<file path="config.mk">
export PLATFORM = sky130hd
export DESIGN_NAME = two_queue_dual_server_scheduler
export DESIGN_NICKNAME = d
export VERILOG_FILES = /design/src/hdl/tqds_pkg.sv /design/src/hdl/tqds_ram.sv /design/src/hdl/tqds_ctrl.sv /design/src/hdl/tqds_dpath.sv /design/src/hdl/two_queue_dual_server_scheduler.sv
export SDC_FILE = /design/constraint.sdc
export NUM_CORES = 2
export LEC_CHECK = 0
export ABC_AREA = 1
export BUFFER_PORTS_ARGS = -buffer_cell sky130_fd_sc_hd__buf_2
export CORE_ASPECT_RATIO = 2
export CORE_MARGIN = 2
export CORE_UTILIZATION = 65
export CTS_CLUSTER_SIZE = 24
export DETAILED_ROUTE_END_ITERATION = 8
export PLACE_DENSITY = 0.82
export SLEW_MARGIN = 20
export SYNTH_ARGS = -nofsm -noshare
export SYNTH_HDL_FRONTEND = slang
export SYNTH_SLANG_ARGS = --single-unit
</file>
<file path="constraint.sdc">
create_clock -name aclk -period 8.6 [get_ports aclk]
set_input_delay 0.43 -clock aclk [delete_from_list [all_inputs] [get_ports aclk]]
set_output_delay 0.43 -clock aclk [all_outputs]
set_load 0.005 [all_outputs]
</file>
<file path="src/hdl/tqds_pkg.sv">
// shared types, constants and helpers of the two-queue dual-server scheduler
`default_nettype none

package tqds_pkg;

    localparam int QUEUE_DEPTH_DEF = 16;

    localparam int KIND_W    = 2;
    localparam int ID_W      = 16;
    localparam int STAMP_W   = 32;
    localparam int LIMIT_W   = 5;
    localparam int COUNT_W   = 5;
    localparam int SUM_W     = 32;
    localparam int ACTV_W    = 16;
    localparam int ACTION_W  = 2;
    localparam int ENTRY_W   = ID_W + STAMP_W;
    localparam int S_DATA_W  = 48;
    localparam int M_DATA_W  = 160;

    localparam logic [LIMIT_W-1:0] LIMIT_RESET = 5'd16;

    typedef enum logic [KIND_W-1:0] {
        KIND_PRIO = 2'd0,
        KIND_NORM = 2'd1,
        KIND_TICK = 2'd2
    } kind_t;

    typedef enum logic [ACTION_W-1:0] {
        ACT_IDLE = 2'd0,
        ACT_PRIO = 2'd1,
        ACT_NORM = 2'd2
    } action_t;

    typedef enum logic {
        Q_PRIO = 1'b0,
        Q_NORM = 1'b1
    } queue_t;

    typedef enum logic [1:0] {
        ST_IDLE   = 2'd0,
        ST_REQ    = 2'd1,
        ST_SERVE1 = 2'd2,
        ST_SERVE2 = 2'd3
    } state_t;

    typedef struct packed {
        logic   latch;
        logic   exec_req;
        logic   serve;
        queue_t serve_q;
        logic   second;
        logic   load_out;
    } cmd_t;

    typedef struct packed {
        logic in_tick;
        logic p_busy;
        logic n_busy;
        logic mode;
        logic out_free;
    } status_t;

    function automatic int addr_w(input int depth);
        return (depth > 1) ? $clog2(depth) : 1;
    endfunction

    function automatic int cnt_w(input int depth);
        return $clog2(depth + 1);
    endfunction

endpackage

`default_nettype wire

</file>
<file path="src/hdl/tqds_ram.sv">
// generic single-write, single-read ram with registered read data
`default_nettype none

module tqds_ram #(
    parameter int WIDTH = 8,
    parameter int DEPTH = 16,
    localparam int AW = tqds_pkg::addr_w(DEPTH)
) (
    input  wire logic             aclk,
    input  wire logic             we,
    input  wire logic [AW-1:0]    waddr,
    input  wire logic [WIDTH-1:0] wdata,
    input  wire logic [AW-1:0]    raddr,
    output logic      [WIDTH-1:0] rdata
);

    logic [WIDTH-1:0] mem [DEPTH];

    always_ff @(posedge aclk) begin
        if (we) begin
            mem[waddr] <= wdata;
        end
        rdata <= mem[raddr];
    end

endmodule

`default_nettype wire

</file>
<file path="src/hdl/tqds_ctrl.sv">
// controller state machine: sequences requests and the two pops of a tick
`default_nettype none

module tqds_ctrl (
    input  wire logic              aclk,
    input  wire logic              aresetn,
    input  wire logic              s_tvalid,
    output logic                   s_tready,
    input  wire tqds_pkg::status_t status,
    output tqds_pkg::cmd_t         cmd
);

    tqds_pkg::state_t state_reg, state_next;
    tqds_pkg::queue_t q2_reg, q2_next;

    always_ff @(posedge aclk) begin
        if (!aresetn) begin
            state_reg <= tqds_pkg::ST_IDLE;
            q2_reg    <= tqds_pkg::Q_PRIO;
        end else begin
            state_reg <= state_next;
            q2_reg    <= q2_next;
        end
    end

    always_comb begin
        state_next   = state_reg;
        q2_next      = q2_reg;
        s_tready     = 1'b0;
        cmd.latch    = 1'b0;
        cmd.exec_req = 1'b0;
        cmd.serve    = 1'b0;
        cmd.serve_q  = tqds_pkg::Q_PRIO;
        cmd.second   = 1'b0;
        cmd.load_out = 1'b0;
        case (state_reg)
            tqds_pkg::ST_IDLE: begin
                s_tready  = status.out_free;
                cmd.latch = s_tvalid && status.out_free;
                if (cmd.latch) begin
                    state_next = status.in_tick ? tqds_pkg::ST_SERVE1 : tqds_pkg::ST_REQ;
                end
            end
            tqds_pkg::ST_REQ: begin
                cmd.exec_req = 1'b1;
                cmd.load_out = 1'b1;
                state_next   = tqds_pkg::ST_IDLE;
            end
            tqds_pkg::ST_SERVE1: begin
                // an empty chosen queue yields an idle slot in the datapath
                cmd.serve = 1'b1;
                if (!status.mode && !status.p_busy && status.n_busy) begin
                    cmd.serve_q = tqds_pkg::Q_NORM;
                end
                if (!status.mode && (status.n_busy && (status.p_busy || !status.p_busy))
                    && !(status.p_busy && !status.n_busy)) begin
                    q2_next = tqds_pkg::Q_NORM;
                end else begin
                    q2_next = tqds_pkg::Q_PRIO;
                end
                state_next = tqds_pkg::ST_SERVE2;
            end
            tqds_pkg::ST_SERVE2: begin
                cmd.serve    = 1'b1;
                cmd.serve_q  = q2_reg;
                cmd.second   = 1'b1;
                cmd.load_out = 1'b1;
                state_next   = tqds_pkg::ST_IDLE;
            end
            default: begin
                state_next = tqds_pkg::ST_IDLE;
            end
        endcase
    end

endmodule

`default_nettype wire

</file>
<file path="src/hdl/tqds_dpath.sv">
// datapath: queue pointers and stores, accumulators, result register
`default_nettype none

module tqds_dpath #(
    parameter int QUEUE_DEPTH = tqds_pkg::QUEUE_DEPTH_DEF
) (
    input  wire logic                            aclk,
    input  wire logic                            aresetn,
    input  wire logic [tqds_pkg::S_DATA_W-1:0]   s_tdata,
    input  wire logic [tqds_pkg::KIND_W-1:0]     s_tuser,
    input  wire logic                            cfg_we,
    input  wire logic [tqds_pkg::LIMIT_W-1:0]    cfg_wdata,
    input  wire logic                            m_tready,
    output logic                                 m_tvalid,
    output logic      [tqds_pkg::M_DATA_W-1:0]   m_tdata,
    input  wire tqds_pkg::cmd_t                  cmd,
    output tqds_pkg::status_t                    status
);

    localparam int AW = tqds_pkg::addr_w(QUEUE_DEPTH);
    localparam int CW = tqds_pkg::cnt_w(QUEUE_DEPTH);
    localparam int LW = (CW > tqds_pkg::LIMIT_W) ? CW : tqds_pkg::LIMIT_W;
    localparam int IW = tqds_pkg::ID_W;
    localparam int TW = tqds_pkg::STAMP_W;
    localparam int SW = tqds_pkg::SUM_W;
    localparam int VW = tqds_pkg::ACTV_W;

    function automatic logic [AW-1:0] ptr_inc(input logic [AW-1:0] p);
        return (p == AW'(QUEUE_DEPTH - 1)) ? '0 : p + AW'(1);
    endfunction

    // latched item
    tqds_pkg::kind_t kind_reg;
    logic [IW-1:0]   id_reg;
    logic [TW-1:0]   stamp_reg;

    logic [tqds_pkg::LIMIT_W-1:0] limit_reg;

    logic [AW-1:0] p_head_reg, p_head_next, p_tail_reg, p_tail_next;
    logic [AW-1:0] n_head_reg, n_head_next, n_tail_reg, n_tail_next;
    logic [CW-1:0] p_fill_reg, p_fill_next, n_fill_reg, n_fill_next;
    logic          mode_reg, mode_next;
    logic [SW-1:0] pws_reg, pws_next, nws_reg, nws_next, idle_reg, idle_next;
    logic [VW-1:0] actv_reg, actv_next;

    tqds_pkg::action_t act1_reg, act1_next;
    logic [IW-1:0]     id1_reg, id1_next;

    logic                          out_valid_reg, out_valid_next;
    logic [tqds_pkg::M_DATA_W-1:0] out_data_reg, out_data_next;

    logic [tqds_pkg::ENTRY_W-1:0] p_rdata, n_rdata, srv_entry;
    logic                         p_we, n_we;
    logic [LW-1:0]                lim;
    logic                         p_full, n_full, srv_ne, pop, acc;
    logic [TW-1:0]                srv_arr, srv_wait;
    logic [SW-1:0]                srv_base, srv_sum;
    logic [SW:0]                  srv_sum_wide;
    logic [IW-1:0]                srv_id;
    tqds_pkg::action_t            srv_act, a1, a2;
    logic [IW-1:0]                i1, i2;
    logic [31:0]                  p_cnt_wide, n_cnt_wide;

    tqds_ram #(.WIDTH(tqds_pkg::ENTRY_W), .DEPTH(QUEUE_DEPTH)) u_p_ram (
        .aclk  (aclk),
        .we    (p_we),
        .waddr (p_tail_reg),
        .wdata ({id_reg, stamp_reg}),
        .raddr (p_head_next),
        .rdata (p_rdata)
    );

    tqds_ram #(.WIDTH(tqds_pkg::ENTRY_W), .DEPTH(QUEUE_DEPTH)) u_n_ram (
        .aclk  (aclk),
        .we    (n_we),
        .waddr (n_tail_reg),
        .wdata ({id_reg, stamp_reg}),
        .raddr (n_head_next),
        .rdata (n_rdata)
    );

    always_ff @(posedge aclk) begin
        if (!aresetn) begin
            limit_reg     <= tqds_pkg::LIMIT_RESET;
            p_head_reg    <= '0;
            p_tail_reg    <= '0;
            p_fill_reg    <= '0;
            n_head_reg    <= '0;
            n_tail_reg    <= '0;
            n_fill_reg    <= '0;
            mode_reg      <= 1'b0;
            pws_reg       <= '0;
            nws_reg       <= '0;
            idle_reg      <= '0;
            actv_reg      <= '0;
            out_valid_reg <= 1'b0;
        end else begin
            if (cfg_we) begin
                limit_reg <= cfg_wdata;
            end
            p_head_reg    <= p_head_next;
            p_tail_reg    <= p_tail_next;
            p_fill_reg    <= p_fill_next;
            n_head_reg    <= n_head_next;
            n_tail_reg    <= n_tail_next;
            n_fill_reg    <= n_fill_next;
            mode_reg      <= mode_next;
            pws_reg       <= pws_next;
            nws_reg       <= nws_next;
            idle_reg      <= idle_next;
            actv_reg      <= actv_next;
            out_valid_reg <= out_valid_next;
        end
    end

    always_ff @(posedge aclk) begin
        if (cmd.latch) begin
            kind_reg  <= tqds_pkg::kind_t'(s_tuser);
            id_reg    <= s_tdata[IW-1:0];
            stamp_reg <= s_tdata[IW+TW-1:IW];
        end
        act1_reg     <= act1_next;
        id1_reg      <= id1_next;
        out_data_reg <= out_data_next;
    end

    always_comb begin
        lim    = (LW'(limit_reg) < LW'(QUEUE_DEPTH)) ? LW'(limit_reg) : LW'(QUEUE_DEPTH);
        p_full = LW'(p_fill_reg) >= lim;
        n_full = LW'(n_fill_reg) >= lim;

        srv_entry    = (cmd.serve_q == tqds_pkg::Q_NORM) ? n_rdata : p_rdata;
        srv_ne       = (cmd.serve_q == tqds_pkg::Q_NORM) ? (n_fill_reg != '0)
                                                         : (p_fill_reg != '0);
        srv_arr      = srv_entry[TW-1:0];
        srv_id       = srv_entry[TW+IW-1:TW];
        srv_wait     = (stamp_reg >= srv_arr) ? stamp_reg - srv_arr : '0;
        srv_base     = (cmd.serve_q == tqds_pkg::Q_NORM) ? nws_reg : pws_reg;
        srv_sum_wide = {1'b0, srv_base} + {1'b0, srv_wait};
        srv_sum      = srv_sum_wide[SW] ? '1 : srv_sum_wide[SW-1:0];
        pop          = cmd.serve && srv_ne;
        if (!pop) begin
            srv_act = tqds_pkg::ACT_IDLE;
        end else if (cmd.serve_q == tqds_pkg::Q_NORM) begin
            srv_act = tqds_pkg::ACT_NORM;
        end else begin
            srv_act = tqds_pkg::ACT_PRIO;
        end

        p_head_next = p_head_reg;
        p_tail_next = p_tail_reg;
        p_fill_next = p_fill_reg;
        n_head_next = n_head_reg;
        n_tail_next = n_tail_reg;
        n_fill_next = n_fill_reg;
        mode_next   = mode_reg;
        pws_next    = pws_reg;
        nws_next    = nws_reg;
        idle_next   = idle_reg;
        actv_next   = actv_reg;
        act1_next   = act1_reg;
        id1_next    = id1_reg;
        p_we        = 1'b0;
        n_we        = 1'b0;
        acc         = 1'b0;

        if (cmd.exec_req) begin
            case (kind_reg)
                tqds_pkg::KIND_PRIO: begin
                    if (!p_full) begin
                        p_we        = 1'b1;
                        acc         = 1'b1;
                        p_tail_next = ptr_inc(p_tail_reg);
                        p_fill_next = p_fill_reg + CW'(1);
                    end else begin
                        mode_next = 1'b1;
                        if (actv_reg != '1) begin
                            actv_next = actv_reg + VW'(1);
                        end
                    end
                end
                tqds_pkg::KIND_NORM: begin
                    if (!n_full) begin
                        n_we        = 1'b1;
                        acc         = 1'b1;
                        n_tail_next = ptr_inc(n_tail_reg);
                        n_fill_next = n_fill_reg + CW'(1);
                    end
                end
                default: begin
                    acc = 1'b0;
                end
            endcase
        end

        if (pop) begin
            if (cmd.serve_q == tqds_pkg::Q_NORM) begin
                n_head_next = ptr_inc(n_head_reg);
                n_fill_next = n_fill_reg - CW'(1);
                nws_next    = srv_sum;
            end else begin
                p_head_next = ptr_inc(p_head_reg);
                p_fill_next = p_fill_reg - CW'(1);
                pws_next    = srv_sum;
            end
        end else if (cmd.serve && idle_reg != '1) begin
            idle_next = idle_reg + SW'(1);
        end

        if (cmd.serve && !cmd.second) begin
            act1_next = srv_act;
            id1_next  = pop ? srv_id : '0;
        end

        if (cmd.second && mode_reg && p_fill_next == '0) begin
            mode_next = 1'b0;
        end

        a1 = cmd.second ? act1_reg : tqds_pkg::ACT_IDLE;
        i1 = cmd.second ? id1_reg : '0;
        a2 = cmd.second ? srv_act : tqds_pkg::ACT_IDLE;
        i2 = (cmd.second && pop) ? srv_id : '0;

        p_cnt_wide = 32'(p_fill_next);
        n_cnt_wide = 32'(n_fill_next);

        out_data_next = out_data_reg;
        if (cmd.load_out) begin
            out_data_next = {actv_next, idle_next, nws_next, pws_next,
                             n_cnt_wide[tqds_pkg::COUNT_W-1:0],
                             p_cnt_wide[tqds_pkg::COUNT_W-1:0],
                             mode_next, i2, a2, i1, a1, acc};
        end

        if (cmd.load_out) begin
            out_valid_next = 1'b1;
        end else if (m_tready) begin
            out_valid_next = 1'b0;
        end else begin
            out_valid_next = out_valid_reg;
        end

        status.in_tick  = (tqds_pkg::kind_t'(s_tuser) == tqds_pkg::KIND_TICK);
        status.p_busy   = (p_fill_reg != '0);
        status.n_busy   = (n_fill_reg != '0);
        status.mode     = mode_reg;
        status.out_free = !out_valid_reg || m_tready;
    end

    assign m_tvalid = out_valid_reg;
    assign m_tdata  = out_data_reg;

endmodule

`default_nettype wire

</file>
<file path="src/hdl/two_queue_dual_server_scheduler.sv">
// top level of the two-queue dual-server scheduler
// Two bounded fifos, a priority class and a normal class, hold request ids
// with their arrival stamps; a request word is queued while its queue holds
// fewer entries than the lesser of the limit register and QUEUE_DEPTH, and a
// refused priority request raises priority mode and bumps the activation
// count. A tick word lets two servers pop one entry each (both from the
// priority queue in priority mode, else one per class when both hold entries,
// else both from the busy one), adding saturating waits and idle-slot counts.
// Every input word gives exactly one result word carrying the status after it.
// A request word (or an unused kind) passes ST_REQ from acceptance to result,
// a tick word ST_SERVE1 and ST_SERVE2, as both pops may hit the same queue ram
// whose single read port gives one entry per cycle. One word is in flight at
// a time; the next is taken once the result register is free or draining.
// The queue stores need no clearing pass after reset: only written entries
// are ever read. The limit register may be written only while the block is idle.
`default_nettype none

module two_queue_dual_server_scheduler #(
    parameter int QUEUE_DEPTH = tqds_pkg::QUEUE_DEPTH_DEF
) (
    input  wire logic                          aclk,
    input  wire logic                          aresetn,
    // input stream
    input  wire logic                          s_tvalid,
    output logic                               s_tready,
    // request_id[15:0], stamp[47:16]
    input  wire logic [tqds_pkg::S_DATA_W-1:0] s_tdata,
    // kind[1:0]
    input  wire logic [tqds_pkg::KIND_W-1:0]   s_tuser,
    // queue limit register
    input  wire logic                          cfg_we,
    input  wire logic [tqds_pkg::LIMIT_W-1:0]  cfg_wdata,
    // result stream
    output logic                               m_tvalid,
    input  wire logic                          m_tready,
    // accepted[0], first_action[2:1], first_id[18:3], second_action[20:19],
    // second_id[36:21], priority_mode[37], priority_count[42:38],
    // normal_count[47:43], priority_wait_total[79:48],
    // normal_wait_total[111:80], idle_slots_total[143:112],
    // activation_total[159:144]
    output logic      [tqds_pkg::M_DATA_W-1:0] m_tdata
);

    // command and status between sequencer and datapath
    tqds_pkg::cmd_t    cmd;
    tqds_pkg::status_t status;

    tqds_ctrl u_ctrl (
        .aclk     (aclk),
        .aresetn  (aresetn),
        .s_tvalid (s_tvalid),
        .s_tready (s_tready),
        .status   (status),
        .cmd      (cmd)
    );

    tqds_dpath #(.QUEUE_DEPTH(QUEUE_DEPTH)) u_dpath (
        .aclk      (aclk),
        .aresetn   (aresetn),
        .s_tdata   (s_tdata),
        .s_tuser   (s_tuser),
        .cfg_we    (cfg_we),
        .cfg_wdata (cfg_wdata),
        .m_tready  (m_tready),
        .m_tvalid  (m_tvalid),
        .m_tdata   (m_tdata),
        .cmd       (cmd),
        .status    (status)
    );

endmodule

`default_nettype wire

</file>
Word-level counts from Yosys, hierarchy flattened
Memory sizes are Yosys's and may differ from the RTL's. A register that Yosys moved wholly into a read port is not among the register bits.
Index checks and enable logic that the tools add are counted.
{ "word_totals": {"register_bits": 376, "ram_bits": 1536, "word_cells": 148, "mem_count": 2} }
{ "classes": {"add_sub_neg": 12, "magnitude_cmp": 4, "eq_ne": 12, "muxes": 64, "bitwise_logic": 2, "reduce_logical": 28} }
{ "memory_table": {"columns": ["name", "words", "word_bits", "read_ports", "rd_ports_with_merged_regs", "wr", "line", "text"], "rows": [
  ["u_dpath.u_n_ram.mem", 16, 48, 1, 1, 1, "tqds_ram.sv:17", "logic [WIDTH-1:0] mem [DEPTH];"],
  ["u_dpath.u_p_ram.mem", 16, 48, 1, 1, 1, "tqds_ram.sv:17", null]
]} }
{ "op_table": {"columns": ["operator", "n"], "rows": [
  ["two-way mux 32 bit", 9],
  ["two-way mux 16 bit", 4],
  ["two-way mux 5 bit", 11],
  ["two-way mux 48 bit", 1],
  ["adder 32 x 32 -> 33 bit", 1],
  ["adder 32 x 1 -> 32 bit (second input constant)", 1],
  [">= comparator 32 bit", 1],
  ["two-way mux 4 bit", 8],
  ["!= test 32 bit (second input constant)", 1],
  ["subtractor 32 bit", 1],
  ["two-way mux 1 bit", 24],
  ["adder 16 x 1 -> 16 bit (second input constant)", 1],
  ["adder 4 x 1 -> 4 bit (second input constant)", 4],
  ["== test 4 bit (second input constant)", 4],
  ["!= test 16 bit (second input constant)", 1],
  ["logical AND 1 bit", 12],
  ["adder 5 x 1 -> 5 bit (second input constant)", 2],
  [">= comparator 5 bit", 2],
  ["nonzero test 5 bit", 2],
  ["subtractor 5 x 1 -> 5 bit (second input constant)", 2],
  ["two-way mux 2 bit", 4],
  ["== test 2 bit (second input constant)", 3],
  ["logical NOT 1 bit", 6],
  ["one-hot mux 2 bit (3 select lines)", 1],
  ["other kinds (12)", 16]
]} }

Longest topological paths before layout
{ "depth": {"ltp_word": 13, "ltp_mapped": 41, "ltp_nobuf": 38} }

By module
A second synthesis with hierarchy kept.
{ "hier_totals": {"hier_cells": 8798, "hier_area_um2": 88235.9} }
{ "by_module_without_submodules": {"columns": ["module", "n_inst", "cells_each", "area_each_um2", "seq_area_each_um2"], "rows": [
  ["tqds_ram (u_dpath.u_n_ram)", 1, 3165, 33988.8, 24023.0],
  ["tqds_ram (u_dpath.u_p_ram)", 1, 3165, 33941.3, 24023.0],
  ["tqds_dpath", 1, 2434, 20111.8, 9749.4],
  ["tqds_ctrl", 1, 34, 193.9, 60.1]
]} }

Worst setup path before layout
Ideal clock, no wire load.
{ "synth_path": {"path_kind": "reg-to-reg", "from": "register u_dpath.p_fill_reg[0]", "to": "register u_dpath.out_data_reg, in the netlist u_dpath.m_tdata[78], data pin", "setup_time_ns": 0.251, "arrival_ns": 5.263, "path_slack_ns": 3.086, "stages_incl_launch_ff": 39, "n_path_buf": 5, "cell_sequence": "dfxtp_1 -> inv_1 -> ha_1 -> nand2_1 -> nor2_2 -> nand3_2 -> nand2_2 -> inv_2 -> buf_2 -> buf_1 -> nand2_1 -> nand2_1 -> ha_1 -> fa_1 -> inv_1 -> nand2_1 -> o21ai_1 -> nand2_1 -> [... 3 more ...] -> nand2_1 -> o211ai_1 -> inv_1 -> clkbuf_1 -> nor2_1 -> ha_1 -> inv_1 -> o21ai_0 -> a21oi_1 -> o21ai_0 -> nand2_1 -> nand2_1 -> a21oi_1 -> clkbuf_1 -> buf_2 -> nand4_1 -> nand2_1 -> inv_1"} }
{ "synth_via": {"elab_chain_cells": 13, "elab_cells_between_ends": 17, "classes_between": "add/sub: 2; order compare: 1; mux: 9; reduce/logical: 5"} }
{ "synth_rtl": {"columns": ["item", "line", "text"], "rows": [
  ["start, declared", "tqds_dpath.sv:41", "logic [CW-1:0] p_fill_reg, p_fill_next, n_fill_reg, n_fill_next;"],
  ["start signal, assigned", "tqds_dpath.sv:103", "p_fill_reg <= p_fill_next;"],
  ["nonzero test 5 bit (*)", "tqds_dpath.sv:134, tqds_dpath.sv:244", null],
  ["logical NOT 1 bit", "tqds_ctrl.sv:52", "if (!status.mode && !status.p_busy && status.n_busy) begin"],
  ["logical AND 1 bit (2 in a row)", "tqds_ctrl.sv:52", null],
  ["two-way mux 1 bit", "tqds_ctrl.sv:52", null],
  ["one-hot mux 2 bit (2 select lines)", "tqds_ctrl.sv:36", "case (state_reg)"],
  ["two-way mux 48 bit", "tqds_dpath.sv:132", "srv_entry = (cmd.serve_q == tqds_pkg::Q_NORM) ? n_rdata : p_rdata;"],
  ["subtractor 32 bit or >= comparator 32 bit (tied branches)", "tqds_dpath.sv:137", "srv_wait = (stamp_reg >= srv_arr) ? stamp_reg - srv_arr : '0;"],
  ["two-way mux 32 bit", "tqds_dpath.sv:137", null],
  ["adder 32 x 32 -> 33 bit", "tqds_dpath.sv:139", "srv_sum_wide = {1'b0, srv_base} + {1'b0, srv_wait};"],
  ["two-way mux 32 bit", "tqds_dpath.sv:140", "srv_sum = srv_sum_wide[SW] ? '1 : srv_sum_wide[SW-1:0];"],
  ["two-way mux 32 bit", "tqds_dpath.sv:197", "if (cmd.serve_q == tqds_pkg::Q_NORM) begin"],
  ["two-way mux 32 bit (*)", "tqds_dpath.sv:196", "if (pop) begin"],
  ["named net u_dpath.pws_next[30]", "tqds_dpath.sv:43", "logic [SW-1:0] pws_reg, pws_next, nws_reg, nws_next, idle_reg, idle_next;"],
  ["end signal, assigned", "tqds_dpath.sv:124", "out_data_reg <= out_data_next;"],
  ["end, declared", "tqds_dpath.sv:50", "logic [tqds_pkg::M_DATA_W-1:0] out_data_reg, out_data_next;"]
]} }
The timed path passes the listed nets; every way through them passes the cells marked *.
A chain may end at the register's enable or synchronous reset.

Final worst setup path
{ "layout_path": {"from": "register u_ctrl.state_reg[0]", "to": "register u_dpath.out_data_reg, in the netlist u_dpath.m_tdata[64], data pin"} }
{ "layout_via": {"elab_chain_cells": 9, "elab_cells_between_ends": 14, "classes_between": "add/sub: 2; order compare: 1; eq/ne: 2; mux: 8; reduce/logical: 1"} }
{ "layout_rtl": {"columns": ["item", "line", "text"], "rows": [
  ["start, declared", "tqds_ctrl.sv:13", "tqds_pkg::state_t state_reg, state_next;"],
  ["start signal, assigned", "tqds_ctrl.sv:18", "state_reg <= tqds_pkg::ST_IDLE;"],
  ["start signal, assigned", "tqds_ctrl.sv:21", "state_reg <= state_next;"],
  ["== test 2 bit", "tqds_ctrl.sv:36", null],
  ["one-hot mux 2 bit (2 select lines) (*)", "tqds_ctrl.sv:36", null],
  ["two-way mux 48 bit", "tqds_dpath.sv:132", null],
  ["subtractor 32 bit or >= comparator 32 bit (tied branches)", "tqds_dpath.sv:137", null],
  ["two-way mux 32 bit", "tqds_dpath.sv:137", null],
  ["adder 32 x 32 -> 33 bit", "tqds_dpath.sv:139", null],
  ["two-way mux 32 bit", "tqds_dpath.sv:140", null],
  ["two-way mux 32 bit", "tqds_dpath.sv:197", null],
  ["two-way mux 32 bit (*)", "tqds_dpath.sv:196", null],
  ["named net u_dpath.pws_next[16]", "tqds_dpath.sv:43", null]
]} }
Marked as above.

==> results list <==
- In this design, the critical path's most frequently occurring cell is sky130_fd_sc_hd__nand2_1.
- Overall routing resource usage: about a third
* Biggest fanout along the worst timing path: 32
- After synthesis, the share of flip-flops with an asynchronous set or reset is 0%.
- Chip Width: 260.3 µm
- Largest stage delay, worst path: 600 ps
* Top-level I/O count: about 220
- DR iter-0 viols: between 8k and 9k
- Number of different library cells in the post-synthesis netlist: 52
* DRC violations left: 0
- Number of clock buffers inserted by TritonCTS: about 160
- DRT Wirelength: between 200,000 and 250,000 µm
- Critical path startpoint category: flip-flop
* Final Worst Setup Slack: 1136 ps
- Final Net Count: between 8k and 9k
- The routed layout has 61.31k vias.
- Vert. Die Dim: between 500 and 600 µm
* Post-detailed-route via-to-cell ratio: roughly 6.2
* Antenna violations before repair: 5
- Setup repair after global routing missed its margin: false
* Root buffer cell: sky130_fd_sc_hd__clkbuf_16
- In this run the static leakage power is roughly 37 nW.
* Register clock-pin slew on the reported worst setup and hold paths: about 70 ps
* Count of buffer and inverter cells on the critical path: 7
- The worst-case IR drop observed on VDD is approximately 250 µV.
- In the finished design, the share of the clock period the worst path needs comes to between 80% and 90%.
- # clock sinks: between 2k and 2.5k
* Minimum period implied by the final worst setup slack: about 7500 ps
- The synthesized netlist occupies a cell area of roughly 85,000 µm².
* Average wire per cell in the routed design: 23.94 µm
- Count of final hold-check violations: 0
- Area fraction of the dominant cell type after synthesis: about 62%
* Pin count of the biggest net entering global routing: approximately 280
* Worst Setup Path Type: flip-flop to flip-flop
- Compared with the post-synthesis result, the final layout area differs by 10.13%.
- Post-synthesis sequential area ratio: roughly 68%
- Clock latency on the worst-skew pair, taken at its later pin, is slightly above 800 ps.
* Post-Synthesis Net Count: 7,992
- Synth top area cells: sky130_fd_sc_hd__edfxtp_1 (62%), sky130_fd_sc_hd__nand2_1 (6.7%), sky130_fd_sc_hd__dfxtp_1 (5.7%), sky130_fd_sc_hd__nand3_1 (5.7%), sky130_fd_sc_hd__inv_1 (3.7%)
- The floorplan has between 150 and 200 rows.
* Number of detailed-routing iterations run before antenna repair: 6
- The first global-routing pass estimated about 350,000 µm of wire.
* Dpl hpwl: about 130,000 µm
* Die ar.: about 130,000 µm²
- Buffers from clock root to sink, at most: 3
* Max Transition Viols Final: 0
- Final hold analysis gives a worst-case slack of between 100 and 150 ps.
- The slowest stage of the critical path is the sky130_fd_sc_hd__dfxtp_4 cell.
- Yosys mapped a number of flops with a built-in enable equal to about 1.8k.
- Setup violations remaining at the end of the flow were counted as 0.
- In the synthesized netlist, the number of instances is 7,838.
* Utilization after layout: 71.92%
- CP delay by family, top: compound AO/OA/AOI/OAI gates
* Worst Setup End Kind: flip-flop
* Commonest non-fill, non-tap cell in the layout: sky130_fd_sc_hd__edfxtp_1
* Max cap viols: 0
* Maximum clock rate: 134.0 MHz
* Worst setup timing slack at the placement stage: around 1200 ps
- STA puts the critical path data arrival time at around 8000 ps.
* Post-route antenna net violation count: 0
- After synthesis, the mean cell area works out to between 10 and 15 µm².
- Sum of overflow across all layers after global routing: 0
- The min-delay analysis places its worst path in the category primary input to flip-flop.
- Vias in the first global route: roughly 60k
- Number of H-tree levels: 4
- CORE AREA: 130,800 µm²
- Count of input and output buffers: 221
* Outcome: complete, no violations
- sky130_fd_sc_hd__edfxtp_1 takes more of the synthesized area than any other cell.
- Overall power of the completed layout: around 20 mW
- The top cell types in the final layout, fill and taps aside, are sky130_fd_sc_hd__edfxtp_1 (1,764), sky130_fd_sc_hd__nand2_1 (1,528), sky130_fd_sc_hd__nand3_1 (976).
* Required arrival time at the worst endpoint: around 9100 ps
- Starting Density: 65.30%
- The post-route netlist has ~8.3% of its cells at a drive strength greater than 1.
- TritonCTS built the clock tree.
* Power density normalized to cell area: between 200 and 250 nW/µm²
- Top FF cell, synth: sky130_fd_sc_hd__edfxtp_1
* Warnings from Yosys: 0
* Least-Margin Pin Slew: ~1200 ps
- The worst pin sits at a relative slew slack of between 15 and 20%.
* Sum of negative setup slack: 0 ps
- Counting flops and latches in the post-synthesis netlist gives around 2k.
- At the end of routability-driven placement, the weighted congestion stood at 0.9834.
- Fin Clk Skew: 30.80 ps
==> logic make-up after synthesis <==
group           after synthesis  share of synthesized area [%]
buf+inv                    1292                          6.140
mux                          30                         0.3516
compound gates             1086                          7.052
fa+ha+maj                    94                          1.395
flops                      2008                          67.74
xor+xnor                     71                         0.7501
simple gates               3257                          16.57
==> worst reg2reg max path: cells and delay by family (launching register included) <==
| kind | cells | cell delay [ps] |
|---|---|---|
| and+or+nand+nor | 13 | 2050 |
| buffers and inverters | 7 | 1160 |
| DFF | 1 | 600 |
| AOI/OAI and AO/OA | 9 | 2550 |
| adders and majority gates | 3 | 860 |
==> layer usage <==
metal  routed length [µm]  track usage (%)  vias to the layer above
met5                   25                0                        -
met4                16150            22.64                        4
met3                23220            5.570                      942
met2               119200            60.11                     4047
met1                76510            39.84                    29160
li1                     -                -                    27150
==> timing repair <==
action                                 in CTS  in global routing
gates resized for setup                     0                  0
buffers inserted                            0                  0
hold buffers                               62                  0
endpoints found under the hold margin      58                  0
==> path summary, 6_finish.rpt <==
| check | start | endpoint | slack [ps] | cells after the start |
|---|---|---|---|---|
| min reg2reg | u_dpath.nws_reg[15] | u_dpath.nws_reg[15] | 490 | 2 |
| max reg2reg | u_ctrl.state_reg[0] | u_dpath.m_tdata[64] | 1140 | 32 |
| max | u_ctrl.state_reg[0] | u_dpath.m_tdata[64] | 1140 | 32 |
| min | aresetn | u_dpath.actv_reg[15] | 110 | 3 |
==> cell type report <==
class | count | area [µm²]
clock buffer | 223 | 4456
sequential | 2008 | 57860
clock inverter | 83 | 1046
timing repair buffer | 388 | 2613
fill | 8536 | 36730
multi-input combinational | 4538 | 22660
inverter | 869 | 3284
tap | 1710 | 2140
antenna | 1 | 2.502
==> synthesized netlist by cell type, drive strengths merged (5+ instances only) <==
library cell / number
edfxtp: 1764
nand2: 1538
nand3: 980
inv: 868
o21ai: 524
nor2: 518
a21oi: 337
buf: 258
dfxtp: 244
o211ai: 193
clkbuf: 165
nand3b: 100
ha: 92
nor3: 41
xor2: 41
nand4: 32
mux2i: 30
xnor2: 30
or2: 25
nor4: 12
a21o: 6
and2: 6
o21bai: 6
a211oi: 5
a21boi: 5
==> metrics by stage <==
step / instances / cell area, µm²
floorplan: 7838 / 85410
global placement: 9448 / 87880
detailed placement: 9448 / 87880
CTS: 9816 / 94000
global route: 9820 / 94060
finish: 9820 / 94060
==> where the power goes <==
part | switching, mW | total [mW] | internal [mW]
clock | 3.46 | 7.68 | 4.22
combinational | 0.680 | 0.971 | 0.291
sequential | 0.111 | 10.9 | 10.8
Note: power is estimated with default switching activity, not from simulation.
